===== src/hdl/wsfp_pkg.sv =====
`timescale 1ns / 1ps
`default_nettype none
package wsfp_pkg;

	localparam int unsigned LenW       = 63;
	localparam int unsigned QueueDepth = 4;

	// Fixed header codes of the frame format
	localparam logic [6:0] Len7Ext16 = 7'h7e;
	localparam logic [6:0] Len7Ext64 = 7'h7f;
	localparam logic [3:0] ExtBytes16 = 4'd2;
	localparam logic [3:0] ExtBytes64 = 4'd8;
	localparam logic [3:0] KeyBytes   = 4'd4;

	// Result kinds
	localparam logic KindHeader  = 1'b0;
	localparam logic KindPayload = 1'b1;

	typedef struct packed {
		logic [7:0] byte_value;
		logic       buffer_start;
	} item_t;

	typedef struct packed {
		logic            kind;
		logic            final_fragment;
		logic [2:0]      reserved_bits;
		logic [3:0]      opcode;
		logic            is_masked;
		logic [LenW-1:0] payload_length;
		logic [7:0]      payload_byte;
		logic            end_of_frame;
	} result_t;

	// One classified beat handed from the parser to the output side
	typedef struct packed {
		logic            kind;
		logic            final_fragment;
		logic [2:0]      reserved_bits;
		logic [3:0]      opcode;
		logic            is_masked;
		logic [LenW-1:0] payload_length;
		logic [7:0]      raw_byte;
		logic [7:0]      key_byte;
		logic            end_of_frame;
	} entry_t;

endpackage
`default_nettype wire


===== src/hdl/websocket_frame_parser_unit.sv =====
// WebSocket (RFC 6455) receive frame parser. Feed the received stream one
// byte per beat, with buffer_start set on the first byte of each buffer to
// restart at the frame header. The unit returns one header beat once the
// length and optional masking key are in, then one beat per payload byte,
// already unmasked, with end_of_frame on the last beat of the frame; bytes
// after the payload are dropped. It takes one byte per clock while item_stall is low: the parser
// classifies a byte in the cycle it is accepted, and a result then passes through
// the internal queue and the output register before it reaches the output.
// Input stall rises only when the queue (QUEUE_DEPTH entries) is full, which
// happens when the output side stalls while result-producing bytes keep coming.
`timescale 1ns / 1ps
`default_nettype none
module websocket_frame_parser_unit #(
	parameter int unsigned QUEUE_DEPTH = wsfp_pkg::QueueDepth
) (
	input  wire logic              clk,
	input  wire logic              arst_n,
	input  wire logic              item_valid,
	output logic                   item_stall,
	input  wire wsfp_pkg::item_t   item,
	output logic                   result_valid,
	input  wire logic              result_stall,
	output wsfp_pkg::result_t      result
);

	wsfp_pkg::entry_t wr_entry, rd_entry;
	logic             take, rd_valid, pop;
	logic             q_push, q_full;

	assign item_stall = q_full;
	assign take       = item_valid && !q_full;

	// Parser
	wsfp_front u_front (
		.clk    (clk),
		.arst_n (arst_n),
		.take   (take),
		.item   (item),
		.push   (q_push),
		.entry  (wr_entry)
	);

	// Decoupling queue
	wsfp_queue #(
		.DEPTH (QUEUE_DEPTH)
	) u_queue (
		.clk      (clk),
		.arst_n   (arst_n),
		.push     (q_push),
		.wr_entry (wr_entry),
		.pop      (pop),
		.rd_valid (rd_valid),
		.rd_entry (rd_entry),
		.full     (q_full)
	);

	// Output stage
	wsfp_back u_back (
		.clk          (clk),
		.arst_n       (arst_n),
		.rd_valid     (rd_valid),
		.rd_entry     (rd_entry),
		.pop          (pop),
		.result_valid (result_valid),
		.result_stall (result_stall),
		.result       (result)
	);

endmodule
`default_nettype wire


===== src/hdl/wsfp_front.sv =====
`timescale 1ns / 1ps
`default_nettype none
module wsfp_front (
	input  wire logic            clk,
	input  wire logic            arst_n,
	input  wire logic            take,
	input  wire wsfp_pkg::item_t item,
	output logic                 push,
	output wsfp_pkg::entry_t     entry
);

	typedef enum logic [2:0] {
		PH_HDR1,
		PH_HDR2,
		PH_EXTLEN,
		PH_MASK,
		PH_PAYLOAD,
		PH_DONE
	} phase_t;

	phase_t                      phase_q, phase_cur, phase_nx;
	logic                        fin_q;
	logic [2:0]                  rsv_q;
	logic [3:0]                  opcode_q;
	logic                        masked_q, masked_nx;
	logic [wsfp_pkg::LenW-1:0]   len_q, len_nx;
	logic [wsfp_pkg::LenW-1:0]   rem_q, rem_nx;
	logic [3:0]                  cnt_q, cnt_nx;
	logic [31:0]                 key_q, key_nx;
	logic [1:0]                  idx_q, idx_nx;
	logic [7:0]                  b;
	logic [wsfp_pkg::LenW-1:0]   ext_len;
	logic                        len_done;
	logic [wsfp_pkg::LenW-1:0]   done_len;

	assign b         = item.byte_value;
	assign phase_cur = item.buffer_start ? PH_HDR1 : phase_q;
	assign ext_len   = {len_q[wsfp_pkg::LenW-9:0], b};

	// Next-state and beat classification
	always_comb begin
		phase_nx  = phase_cur;
		masked_nx = masked_q;
		len_nx    = len_q;
		rem_nx    = rem_q;
		cnt_nx    = cnt_q;
		key_nx    = key_q;
		idx_nx    = idx_q;
		len_done  = 1'b0;
		done_len  = len_q;
		push      = 1'b0;

		entry.kind           = wsfp_pkg::KindHeader;
		entry.final_fragment = fin_q;
		entry.reserved_bits  = rsv_q;
		entry.opcode         = opcode_q;
		entry.is_masked      = masked_q;
		entry.payload_length = len_q;
		entry.raw_byte       = 8'h00;
		entry.key_byte       = 8'h00;
		entry.end_of_frame   = 1'b0;

		case (phase_cur)
			PH_HDR1: begin
				masked_nx = 1'b0;
				len_nx    = '0;
				rem_nx    = '0;
				cnt_nx    = '0;
				key_nx    = '0;
				idx_nx    = '0;
				phase_nx  = PH_HDR2;
			end
			PH_HDR2: begin
				masked_nx = b[7];
				len_nx    = '0;
				if (b[6:0] == wsfp_pkg::Len7Ext64) begin
					cnt_nx   = wsfp_pkg::ExtBytes64;
					phase_nx = PH_EXTLEN;
				end else if (b[6:0] == wsfp_pkg::Len7Ext16) begin
					cnt_nx   = wsfp_pkg::ExtBytes16;
					phase_nx = PH_EXTLEN;
				end else begin
					len_nx   = {{(wsfp_pkg::LenW-7){1'b0}}, b[6:0]};
					len_done = 1'b1;
				end
			end
			PH_EXTLEN: begin
				len_nx = ext_len;
				cnt_nx = cnt_q - 4'd1;
				if (cnt_q == 4'd1) begin
					len_done = 1'b1;
				end
			end
			PH_MASK: begin
				key_nx = {key_q[23:0], b};
				cnt_nx = cnt_q - 4'd1;
				if (cnt_q == 4'd1) begin
					// key complete: header goes out now
					push     = 1'b1;
					rem_nx   = len_q;
					idx_nx   = '0;
					phase_nx = (len_q == '0) ? PH_DONE : PH_PAYLOAD;
					entry.end_of_frame = (len_q == '0);
				end
			end
			PH_PAYLOAD: begin
				push           = 1'b1;
				entry.kind     = wsfp_pkg::KindPayload;
				entry.raw_byte = b;
				if (masked_q) begin
					entry.key_byte = key_q[8*(3-idx_q) +: 8];
				end
				idx_nx = idx_q + 2'd1;
				rem_nx = rem_q - {{(wsfp_pkg::LenW-1){1'b0}}, 1'b1};
				if (rem_q == {{(wsfp_pkg::LenW-1){1'b0}}, 1'b1}) begin
					entry.end_of_frame = 1'b1;
					phase_nx           = PH_DONE;
				end
			end
			default: begin
				phase_nx = PH_DONE;
			end
		endcase

		// Length known: collect the key, or emit the header right away
		if (len_done) begin
			done_len = len_nx;
			if (masked_nx) begin
				cnt_nx   = wsfp_pkg::KeyBytes;
				key_nx   = '0;
				phase_nx = PH_MASK;
			end else begin
				push     = 1'b1;
				rem_nx   = done_len;
				idx_nx   = '0;
				phase_nx = (done_len == '0) ? PH_DONE : PH_PAYLOAD;
				entry.end_of_frame = (done_len == '0);
			end
		end

		// Header beats carry the header as just completed
		if (phase_cur == PH_HDR2) begin
			entry.is_masked      = masked_nx;
			entry.payload_length = done_len;
		end
		if (phase_cur == PH_EXTLEN) begin
			entry.payload_length = done_len;
		end

		push = push & take;
	end

	// Parser state
	always_ff @(posedge clk or negedge arst_n) begin
		if (!arst_n) begin
			phase_q  <= PH_HDR1;
			fin_q    <= 1'b0;
			rsv_q    <= '0;
			opcode_q <= '0;
			masked_q <= 1'b0;
			len_q    <= '0;
			rem_q    <= '0;
			cnt_q    <= '0;
			key_q    <= '0;
			idx_q    <= '0;
		end else if (take) begin
			phase_q  <= phase_nx;
			masked_q <= masked_nx;
			len_q    <= len_nx;
			rem_q    <= rem_nx;
			cnt_q    <= cnt_nx;
			key_q    <= key_nx;
			idx_q    <= idx_nx;
			if (phase_cur == PH_HDR1) begin
				fin_q    <= b[7];
				rsv_q    <= b[6:4];
				opcode_q <= b[3:0];
			end
		end
	end

endmodule
`default_nettype wire


===== src/hdl/wsfp_queue.sv =====
`timescale 1ns / 1ps
`default_nettype none
module wsfp_queue #(
	parameter int unsigned DEPTH = wsfp_pkg::QueueDepth
) (
	input  wire logic             clk,
	input  wire logic             arst_n,
	input  wire logic             push,
	input  wire wsfp_pkg::entry_t wr_entry,
	input  wire logic             pop,
	output logic                  rd_valid,
	output wsfp_pkg::entry_t      rd_entry,
	output logic                  full
);

	localparam int unsigned PtrW = (DEPTH > 1) ? $clog2(DEPTH) : 1;
	localparam int unsigned CntW = $clog2(DEPTH + 1);
	localparam logic [PtrW-1:0] LastPtr = PtrW'(DEPTH - 1);
	localparam logic [CntW-1:0] FullCnt = CntW'(DEPTH);
	localparam logic [PtrW-1:0] PtrOne  = PtrW'(1);
	localparam logic [CntW-1:0] CntOne  = CntW'(1);

	wsfp_pkg::entry_t mem_q [DEPTH];
	logic [PtrW-1:0]  wr_ptr_q, rd_ptr_q;
	logic [CntW-1:0]  count_q;
	logic             do_push, do_pop;

	assign full     = (count_q == FullCnt);
	assign rd_valid = (count_q != '0);
	assign rd_entry = mem_q[rd_ptr_q];
	assign do_push  = push && !full;
	assign do_pop   = pop && rd_valid;

	// Storage
	always_ff @(posedge clk) begin
		if (do_push) begin
			mem_q[wr_ptr_q] <= wr_entry;
		end
	end

	// Pointers and fill level
	always_ff @(posedge clk or negedge arst_n) begin
		if (!arst_n) begin
			wr_ptr_q <= '0;
			rd_ptr_q <= '0;
			count_q  <= '0;
		end else begin
			if (do_push) begin
				wr_ptr_q <= (wr_ptr_q == LastPtr) ? '0 : wr_ptr_q + PtrOne;
			end
			if (do_pop) begin
				rd_ptr_q <= (rd_ptr_q == LastPtr) ? '0 : rd_ptr_q + PtrOne;
			end
			if (do_push && !do_pop) begin
				count_q <= count_q + CntOne;
			end else if (do_pop && !do_push) begin
				count_q <= count_q - CntOne;
			end
		end
	end

endmodule
`default_nettype wire


===== src/hdl/wsfp_back.sv =====
`timescale 1ns / 1ps
`default_nettype none
module wsfp_back (
	input  wire logic             clk,
	input  wire logic             arst_n,
	input  wire logic             rd_valid,
	input  wire wsfp_pkg::entry_t rd_entry,
	output logic                  pop,
	output logic                  result_valid,
	input  wire logic             result_stall,
	output wsfp_pkg::result_t     result
);

	logic              valid_q;
	wsfp_pkg::result_t result_q;

	// Refill the output register whenever it is empty or being taken
	assign pop          = rd_valid && (!valid_q || !result_stall);
	assign result_valid = valid_q;
	assign result       = result_q;

	always_ff @(posedge clk or negedge arst_n) begin
		if (!arst_n) begin
			valid_q <= 1'b0;
		end else if (!valid_q || !result_stall) begin
			valid_q <= rd_valid;
		end
	end

	// Unmask and format the beat
	always_ff @(posedge clk) begin
		if (pop) begin
			result_q.kind           <= rd_entry.kind;
			result_q.final_fragment <= rd_entry.final_fragment;
			result_q.reserved_bits  <= rd_entry.reserved_bits;
			result_q.opcode         <= rd_entry.opcode;
			result_q.is_masked      <= rd_entry.is_masked;
			result_q.payload_length <= rd_entry.payload_length;
			result_q.payload_byte   <= rd_entry.raw_byte ^ rd_entry.key_byte;
			result_q.end_of_frame   <= rd_entry.end_of_frame;
		end
	end

endmodule
`default_nettype wire


===== config.mk =====
export PLATFORM = sky130hd
export DESIGN_NAME = websocket_frame_parser_unit
export DESIGN_NICKNAME = d
export VERILOG_FILES = /design/src/hdl/wsfp_pkg.sv /design/src/hdl/websocket_frame_parser_unit.sv /design/src/hdl/wsfp_front.sv /design/src/hdl/wsfp_queue.sv /design/src/hdl/wsfp_back.sv
export SDC_FILE = /design/constraint.sdc
export NUM_CORES = 1
export LEC_CHECK = 0
export BUFFER_PORTS_ARGS = -buffer_cell sky130_fd_sc_hd__buf_2
export CAP_MARGIN = 20
export CELL_PAD_IN_SITES_DETAIL_PLACEMENT = 1
export CELL_PAD_IN_SITES_GLOBAL_PLACEMENT = 2
export CORE_MARGIN = 4
export CORE_UTILIZATION = 45
export CTS_CLUSTER_SIZE = 16
export DETAILED_ROUTE_END_ITERATION = 10
export PLACE_DENSITY_LB_ADDON = 0.1
export SLEW_MARGIN = 0
export SYNTH_ARGS = -nofsm -noshare
export SYNTH_HDL_FRONTEND = slang
export SYNTH_HIERARCHICAL = 1
export SYNTH_SLANG_ARGS = --single-unit

===== constraint.sdc =====
create_clock -name clk -period 8.7 [get_ports clk]
set_clock_uncertainty 0.05 [all_clocks]
set_input_delay 0.435 -clock clk [delete_from_list [all_inputs] [get_ports clk]]
set_output_delay 0.435 -clock clk [all_outputs]
set_load 0.03 [all_outputs]

==> results.ini, run 1 <==
[status]
status = finished, final reports clean

[hold_path]
hold_path_depth = 2
hold_class = primary input to register

[timing]
hold_viol = 0
fin_setup_tns_ns = 0
tightest_slew_ns = 1.18
period_needed_ns = 4.84
maxSlewViolCount = 0
period_share_pct = 55.7
max_slew_margin_pct = 20.6
setup_violations = 0
rsz0062_at_grt = false
setup_ws_ns = 3.86
fmax_mhz = 206

[floorplanning]
die_x_um = 255
core-area_um2 = 60400
num_rows = 90
die_h_um = 255
start_util_pct = 45.5
dieArea_um2 = 65000
ios = 97

[drt]
viasPerCell = 6.33
totalWireLength_um = 83300
vias = 18200
first_iter_violations = 1627
wl_per_cell_um = 29.0
postRouteAntennaNets = 0
drt_pass1_iterations = 5
drc = 0

[yosys]
synth-simple-area-share_pct = 9.84
synth_compound_area_share_pct = 12.4
synth_top_family_by_area = compound AO/OA/AOI/OAI gates
synth_mux_area_share_pct = 9.08
ys_warn_count = 6
synth_fp_nets = 2001
ys_async_sr_fraction_pct = 29.4
yosysUniqueCellTypes = 88
ys_ff_latch = 626
ys_seq_area_share_pct = 65.1
synth_top_area_share_pct = 48.3
synth_ff_type = edfxtp_1
netlist_instances = 1977
yosysTopAreaCell = edfxtp_1
synth_area_um2 = 27500
synth_edf_count = 442
syn_avg_cell_area_um2 = 13.9
netlist_top_cells_area = edfxtp_1, dfrtp_1, mux4_2
yosys.area_share.xor_xnor_pct = 0.447
synth_adder_area_share_pct = 0.529

[global_route]
grt_max_degree = 91
antenna_found_initial = 1
grt_use_total_pct = 26.0
grt_first_pass_wirelength_um = 126000
grt_pass1_vias = 18600
grt_overflow_total = 0

[critical_path]
slowest_stage = nor3b_1
path_common_cell = buf_4
critical_path_class = register to register
ff2ff_path_depth = 10
critPathMaxFanout = 47
slowest_delay_ns = 0.82
crit_path_cell_trace = inv_1 -> ha_1 -> nor3b_1 -> and2_1 -> o21ai_2 -> buf_4 -> a31oi_1 -> nor2b_1 -> and2_4 -> buf_4
worstSetupStartpointType = register
endpoint_kind = register
cp_data_required_time_ns = 8.88
worstPathArrival_ns = 5.03

[final_layout]
layout-drive-gt1-share_pct = 18.8
final_common_cell = edfxtp_1
syn_to_final_growth_pct = 12.0
nFillCells = 5925
seqCellArea_um2 = 17900
multi_input_area_um2 = 8970
nets = 2065
final_cell_mix = edfxtp_1, nand2_1, dfrtp_1, o21ai_0

[cts]
clock_sinks = 626
cts_tree = done
clkTransAtPathRegs_ns = 0.06
clockRootBuffer = clkbuf_16
post_cts_resized = 0
cts_buffer_depth = 3
cts_buffers = 67
insertion_delay_ns = 0.62
cts_setup_buffers = 0
htree_levels = 3

[place]
place_ws_ns = 3.81
port_buffers = 96
gp_routability_congestion = 0.879
dp_hpwl_um = 54400

[power_and_ir_drop]
powerDensity_nw_per_um2 = 365
leakage_nw = 10.9
ir_worst_vdd_v = 0.000168
p_total_mw = 11.2

[run]
cap_violations = 0

critical path: cells and delay by family (launching register included):
| kind | cells | cell delay (ns) |
|---|---|---|
| buf+inv | 3 | 1.07 |
| simple gates | 4 | 2.29 |
| compound gates | 2 | 0.38 |
| flops | 1 | 0.41 |
| fa+ha+maj | 1 | 0.18 |
final timing paths:
kind	start	endpoint	slack (ns)
max in group asynchronous	arst_n	u_front/len_q[11]	6.06
setup reg to reg	u_front/cnt_q[1]	u_queue/mem_q[0][48]	3.86
hold reg to reg	u_front/key_q[30]	u_front/key_q[30]	0.45
min in group asynchronous	arst_n	u_front/key_q[11]	0.30
setup / recovery	u_front/cnt_q[1]	u_queue/mem_q[0][48]	3.86
hold / removal	item[3]	u_front/key_q[2]	0.13
routing by layer:
| layer | GRT usage (%) | vias to the layer above | share of wire, % |
|---|---|---|---|
| li1 | - | 7907 | - |
| met1 | 41.1 | 9561 | 47 |
| met2 | 38.7 | 625 | 45 |
| met3 | 3.05 | 95 | 6.0 |
| met4 | 6.59 | 0 | 2.0 |
| met5 | 0 | - | 0 |
synth_stat cells (10+ instances only):
| library cell | count |
|---|---|
| nand4_1 | 14 |
| or3_1 | 24 |
| and2_1 | 18 |
| a21o_1 | 14 |
| a22o_1 | 44 |
| a32oi_1 | 18 |
| buf_6 | 12 |
| a31oi_1 | 24 |
| buf_1 | 14 |
| o21ai_0 | 135 |
| o2bb2ai_1 | 13 |
| o31ai_1 | 14 |
| nor3_1 | 40 |
| a21oi_1 | 98 |
| ha_1 | 10 |
| buf_2 | 30 |
| a32o_1 | 10 |
| nor4_1 | 34 |
| nor2_1 | 100 |
| dfrtp_1 | 184 |
| nand3_1 | 32 |
| xor2_1 | 11 |
| inv_1 | 18 |
| or4_1 | 15 |
| a221oi_1 | 23 |
| a22oi_1 | 28 |
| mux4_2 | 98 |
| edfxtp_1 | 442 |
| nand2_1 | 220 |
| clkbuf_1 | 75 |
| mux2_2 | 21 |
stage by stage:
| step | utilization (%) | cell area (um^2) | std cells | hold WS, ns |
|---|---|---|---|---|
| 6_report | 50.9 | 30700 | 2875 | 0.130 |
| 5_1_grt | 50.9 | 30700 | 2874 | 0.129 |
| 4_1_cts | 50.9 | 30700 | 2874 | 0.0936 |
| 3_5_place_dp | 47.4 | 28600 | 2752 | 0.396 |
| 3_3_place_gp | 47.4 | 28600 | 2752 | 0.393 |
| 2_1_floorplan | - | 27500 | 1977 | 0.0894 |
cell families (layout without fill, tap and decap cells):
kind of cell	count (synthesis)	in the layout
xor gates and xnor gates	14	14
and+or+nand+nor	544	544
other	0	1
buffers and inverters	153	268
muxes	124	124
AOI/OAI and AO/OA	505	505
DFF	626	626
adders and majority gates	11	11
layout make-up:
cell class	count	area share (%)
diodes	1	0.00814
clock buffers	85	5.80
clock inverters	35	1.01
inverters	19	0.232
multi-input cells	1198	29.2
flip-flops and latches	626	58.2
well taps	782	3.18
repair buffers	129	2.41
state kept, by name, summed over array words and instances, names as in the netlist, 3 cells and up:
| register | count |
|---|---|
| u_back/result | 82 |
| u_front/cnt_q | 4 |
| u_front/key_q | 32 |
| u_front/len_q | 63 |
| u_front/opcode_q | 4 |
| u_front/phase_q | 3 |
| u_front/rem_q | 63 |
| u_front/rsv_q | 3 |
| u_queue/count_q | 3 |
| u_queue/mem_q | 360 |
power breakdown:
group	total, mW	internal, mW	switching (mW)
clock network	2.74	1.53	1.20
registers	4.67	4.02	0.649
logic	3.81	1.26	2.54
what timing repair did:
action,CTS,global route
endpoints found under the setup margin,0,0
hold endpoints to repair,56,0
hold buffers,2,0
(Power assumes the default switching activity.)
==> run 2: changes to the inputs <==
==> constraint.sdc (replaced) <==
create_clock -name clk -period 4.7 [get_ports clk]
set_clock_uncertainty 0.05 [all_clocks]
set_input_delay 0.235 -clock clk [delete_from_list [all_inputs] [get_ports clk]]
set_output_delay 0.235 -clock clk [all_outputs]
set_load 0.03 [all_outputs]
==> run 2 against run 1 <==
  * Maximum frequency increased by 25%
  * Total power increased by 91%
  * First-iteration DRC count increased by 9.3%
  * Worst hold slack got worse by 0.11 ns
  * Via count increased by 1.5%
  * Flip-flop and latch count unchanged
==> results.ini, run 2 (synthesis results as in run 1) <==
[final_layout]
nets = 2087  ; was 2065
final_cell_mix = edfxtp_1, nand2_1, dfrtp_1, o21ai_0  ; unchanged
largest-register = u_queue/mem_q  ; unchanged
layout-drive-gt1-share_pct = 19.9  ; was 18.8%
final_common_cell = edfxtp_1  ; unchanged
finish.utilization_pct = 51.9  ; was 50.9%
n_antenna_cell = 0  ; was 1
largest_reg_flops = 360  ; unchanged
syn_to_final_growth_pct = 14.2  ; was 12.0%

[critical_path]
endpoint_kind = register  ; unchanged
worstSetupStartpointType = register  ; unchanged
cp_top_family = simple AND/OR/NAND/NOR gates  ; unchanged
slowest_delay_ns = 0.66  ; was 0.82 ns
crit_path_cell_trace = nor4b_2 -> o21a_1 -> o21ai_2 -> a31oi_1 -> nor2b_1 -> and2_4 -> buf_4  ; was inv_1 -> ha_1 -> nor3b_1 -> and2_1 -> o21ai_2 -> buf_4 -> a31oi_1 -> nor2b_1 -> and2_4 -> buf_4
ff2ff_path_depth = 7  ; was 10
critPathMaxFanout = 37  ; was 47
critical_path_class = register to register  ; unchanged
worstPathArrival_ns = 4.11  ; was 5.03 ns
cp_data_required_time_ns = 4.94  ; was 8.88 ns
path_buf_inv = 1  ; was 3
slowest_stage = and2_4  ; was nor3b_1
r2r_setup_slack_ns = 0.83  ; was 3.86 ns
cp_num_cells = 7  ; was 10

[floorplanning]
core-area_um2 = 60400  ; unchanged
ios = 97  ; unchanged
die_x_um = 255  ; unchanged
die_h_um = 255  ; unchanged
num_rows = 90  ; unchanged
start_util_pct = 45.5  ; unchanged
dieArea_um2 = 65000  ; unchanged

[drt]
drt_pass1_iterations = 5  ; unchanged
postRouteAntennaNets = 0  ; unchanged
viasPerCell = 6.36  ; was 6.33
vias = 18500  ; was 18200
wl_per_cell_um = 28.6  ; was 29.0 um
first_iter_violations = 1779  ; was 1627
totalWireLength_um = 83000  ; was 83300 um
drc = 0  ; unchanged

[hold_path]
hold_path_depth = 2  ; unchanged
hold_class = primary input to register  ; unchanged

[global_route]
grt_use_total_pct = 25.7  ; was 26.0%
antenna_found_initial = 2  ; was 1
grt_overflow_total = 0  ; unchanged
grt_pass1_vias = 18700  ; was 18600
grt_first_pass_wirelength_um = 125000  ; was 126000 um
grt_max_degree = 149  ; was 91

[cts]
htree_levels = 3  ; unchanged
clockRootBuffer = clkbuf_16  ; unchanged
insertion_delay_ns = 0.61  ; was 0.62 ns
clkTransAtPathRegs_ns = 0.06  ; about the same
cts_buffer_depth = 3  ; unchanged
cts_tree = done  ; unchanged
cts_setup_buffers = 0  ; unchanged
cts_buffers = 69  ; was 67
clock_sinks = 626  ; unchanged

[place]
gp_routability_congestion = 0.901  ; was 0.879
dp_hpwl_um = 54800  ; was 54400 um
port_buffers = 96  ; unchanged

[timing]
maxSlewViolCount = 0  ; unchanged
max_slew_margin_pct = 22.8  ; was 20.6%
fin_setup_tns_ns = 0  ; unchanged
tightest_slew_ns = 1.15  ; was 1.18 ns
period_needed_ns = 3.87  ; was 4.84 ns
hold_viol = 0  ; unchanged
setup_violations = 0  ; unchanged
period_share_pct = 82.2  ; was 55.7%
rsz0062_at_grt = false  ; unchanged
fmax_mhz = 259  ; was 206 MHz

[power_and_ir_drop]
p_total_mw = 21.4  ; was 11.2 mW
ir_worst_vdd_v = 0.000419  ; was 0.000168 V
leakage_nw = 11.1  ; was 10.9 nW
powerDensity_nw_per_um2 = 682  ; was 365 nW/um^2

[status]
status = finished, final reports clean  ; unchanged

[run]
cap_violations = 0  ; unchanged

[run 2: area by class of cell]
class | instances | area, um^2
fillers | 5926 | 29000
flip-flops and latches | 626 | 17900
multi-input cells | 1198 | 8970
clock buffers | 84 | 1880
repair buffers | 149 | 1060
well taps | 782 | 978
clock inverters | 42 | 520
inverters | 19 | 71.3
[run 2: path summary, 6_finish.rpt]
| check | endpoint | start |
|---|---|---|
| worst max-delay path | u_queue/mem_q[1][47] | u_front/phase_q[1] |
| worst min-delay path | u_front/key_q[5] | item[6] |
| worst max register to register | u_queue/mem_q[1][47] | u_front/phase_q[1] |
| worst min register to register | u_front/key_q[25] | u_front/key_q[25] |
| max in group asynchronous | u_front/rem_q[42] | arst_n |
| min in group asynchronous | u_front/key_q[11] | arst_n |
[run 2: timing repair]
| action | CTS | global route |
|---|---|---|
| hold endpoints to repair | 99 | 0 |
| setup endpoints to repair | 0 | 0 |
| hold buffers | 5 | 0 |
| resized for setup | 0 | 0 |
[run 2: layer usage]
| metal | up-vias | part of all wire [%] | global-route usage [%] |
|---|---|---|---|
| li1 | 7976 | - | - |
| met1 | 9770 | 46 | 40.3 |
| met2 | 609 | 46 | 39.0 |
| met3 | 97 | 5.9 | 3.11 |
| met4 | 2 | 1.5 | 5.50 |
| met5 | - | 0.016 | 0 |
[run 2: report_power, final]
| part | internal (mW) | total [mW] | switching [mW] |
|---|---|---|---|
| Sequential | 7.44 | 8.65 | 1.21 |
| Clock | 3.37 | 5.62 | 2.25 |
| Combinational | 2.45 | 7.09 | 4.64 |
[run 2: worst reg2reg max path: stages (launching register included)]
cell and delay, ns:
dfrtp_1 0.60, nor4b_2 0.60, o21a_1 0.38, o21ai_2 0.12
a31oi_1 0.30, nor2b_1 0.46, and2_4 0.67, buf_4 0.38
[run 2: through the flow]
step | hold WS, ns | std cells | setup slack, ns | area [um^2]
final | 0.0242 | 2900 | 0.835 | 31400
after global routing | 0.0165 | 2900 | 0.633 | 31400
after CTS | 0.00201 | 2899 | 0.885 | 31300
after detailed placement | 0.339 | 2768 | 0.922 | 28900
after global placement | 0.344 | 2768 | 1.02 | 28900
after floorplan | -0.111 | 1977 | 0.272 | 27500
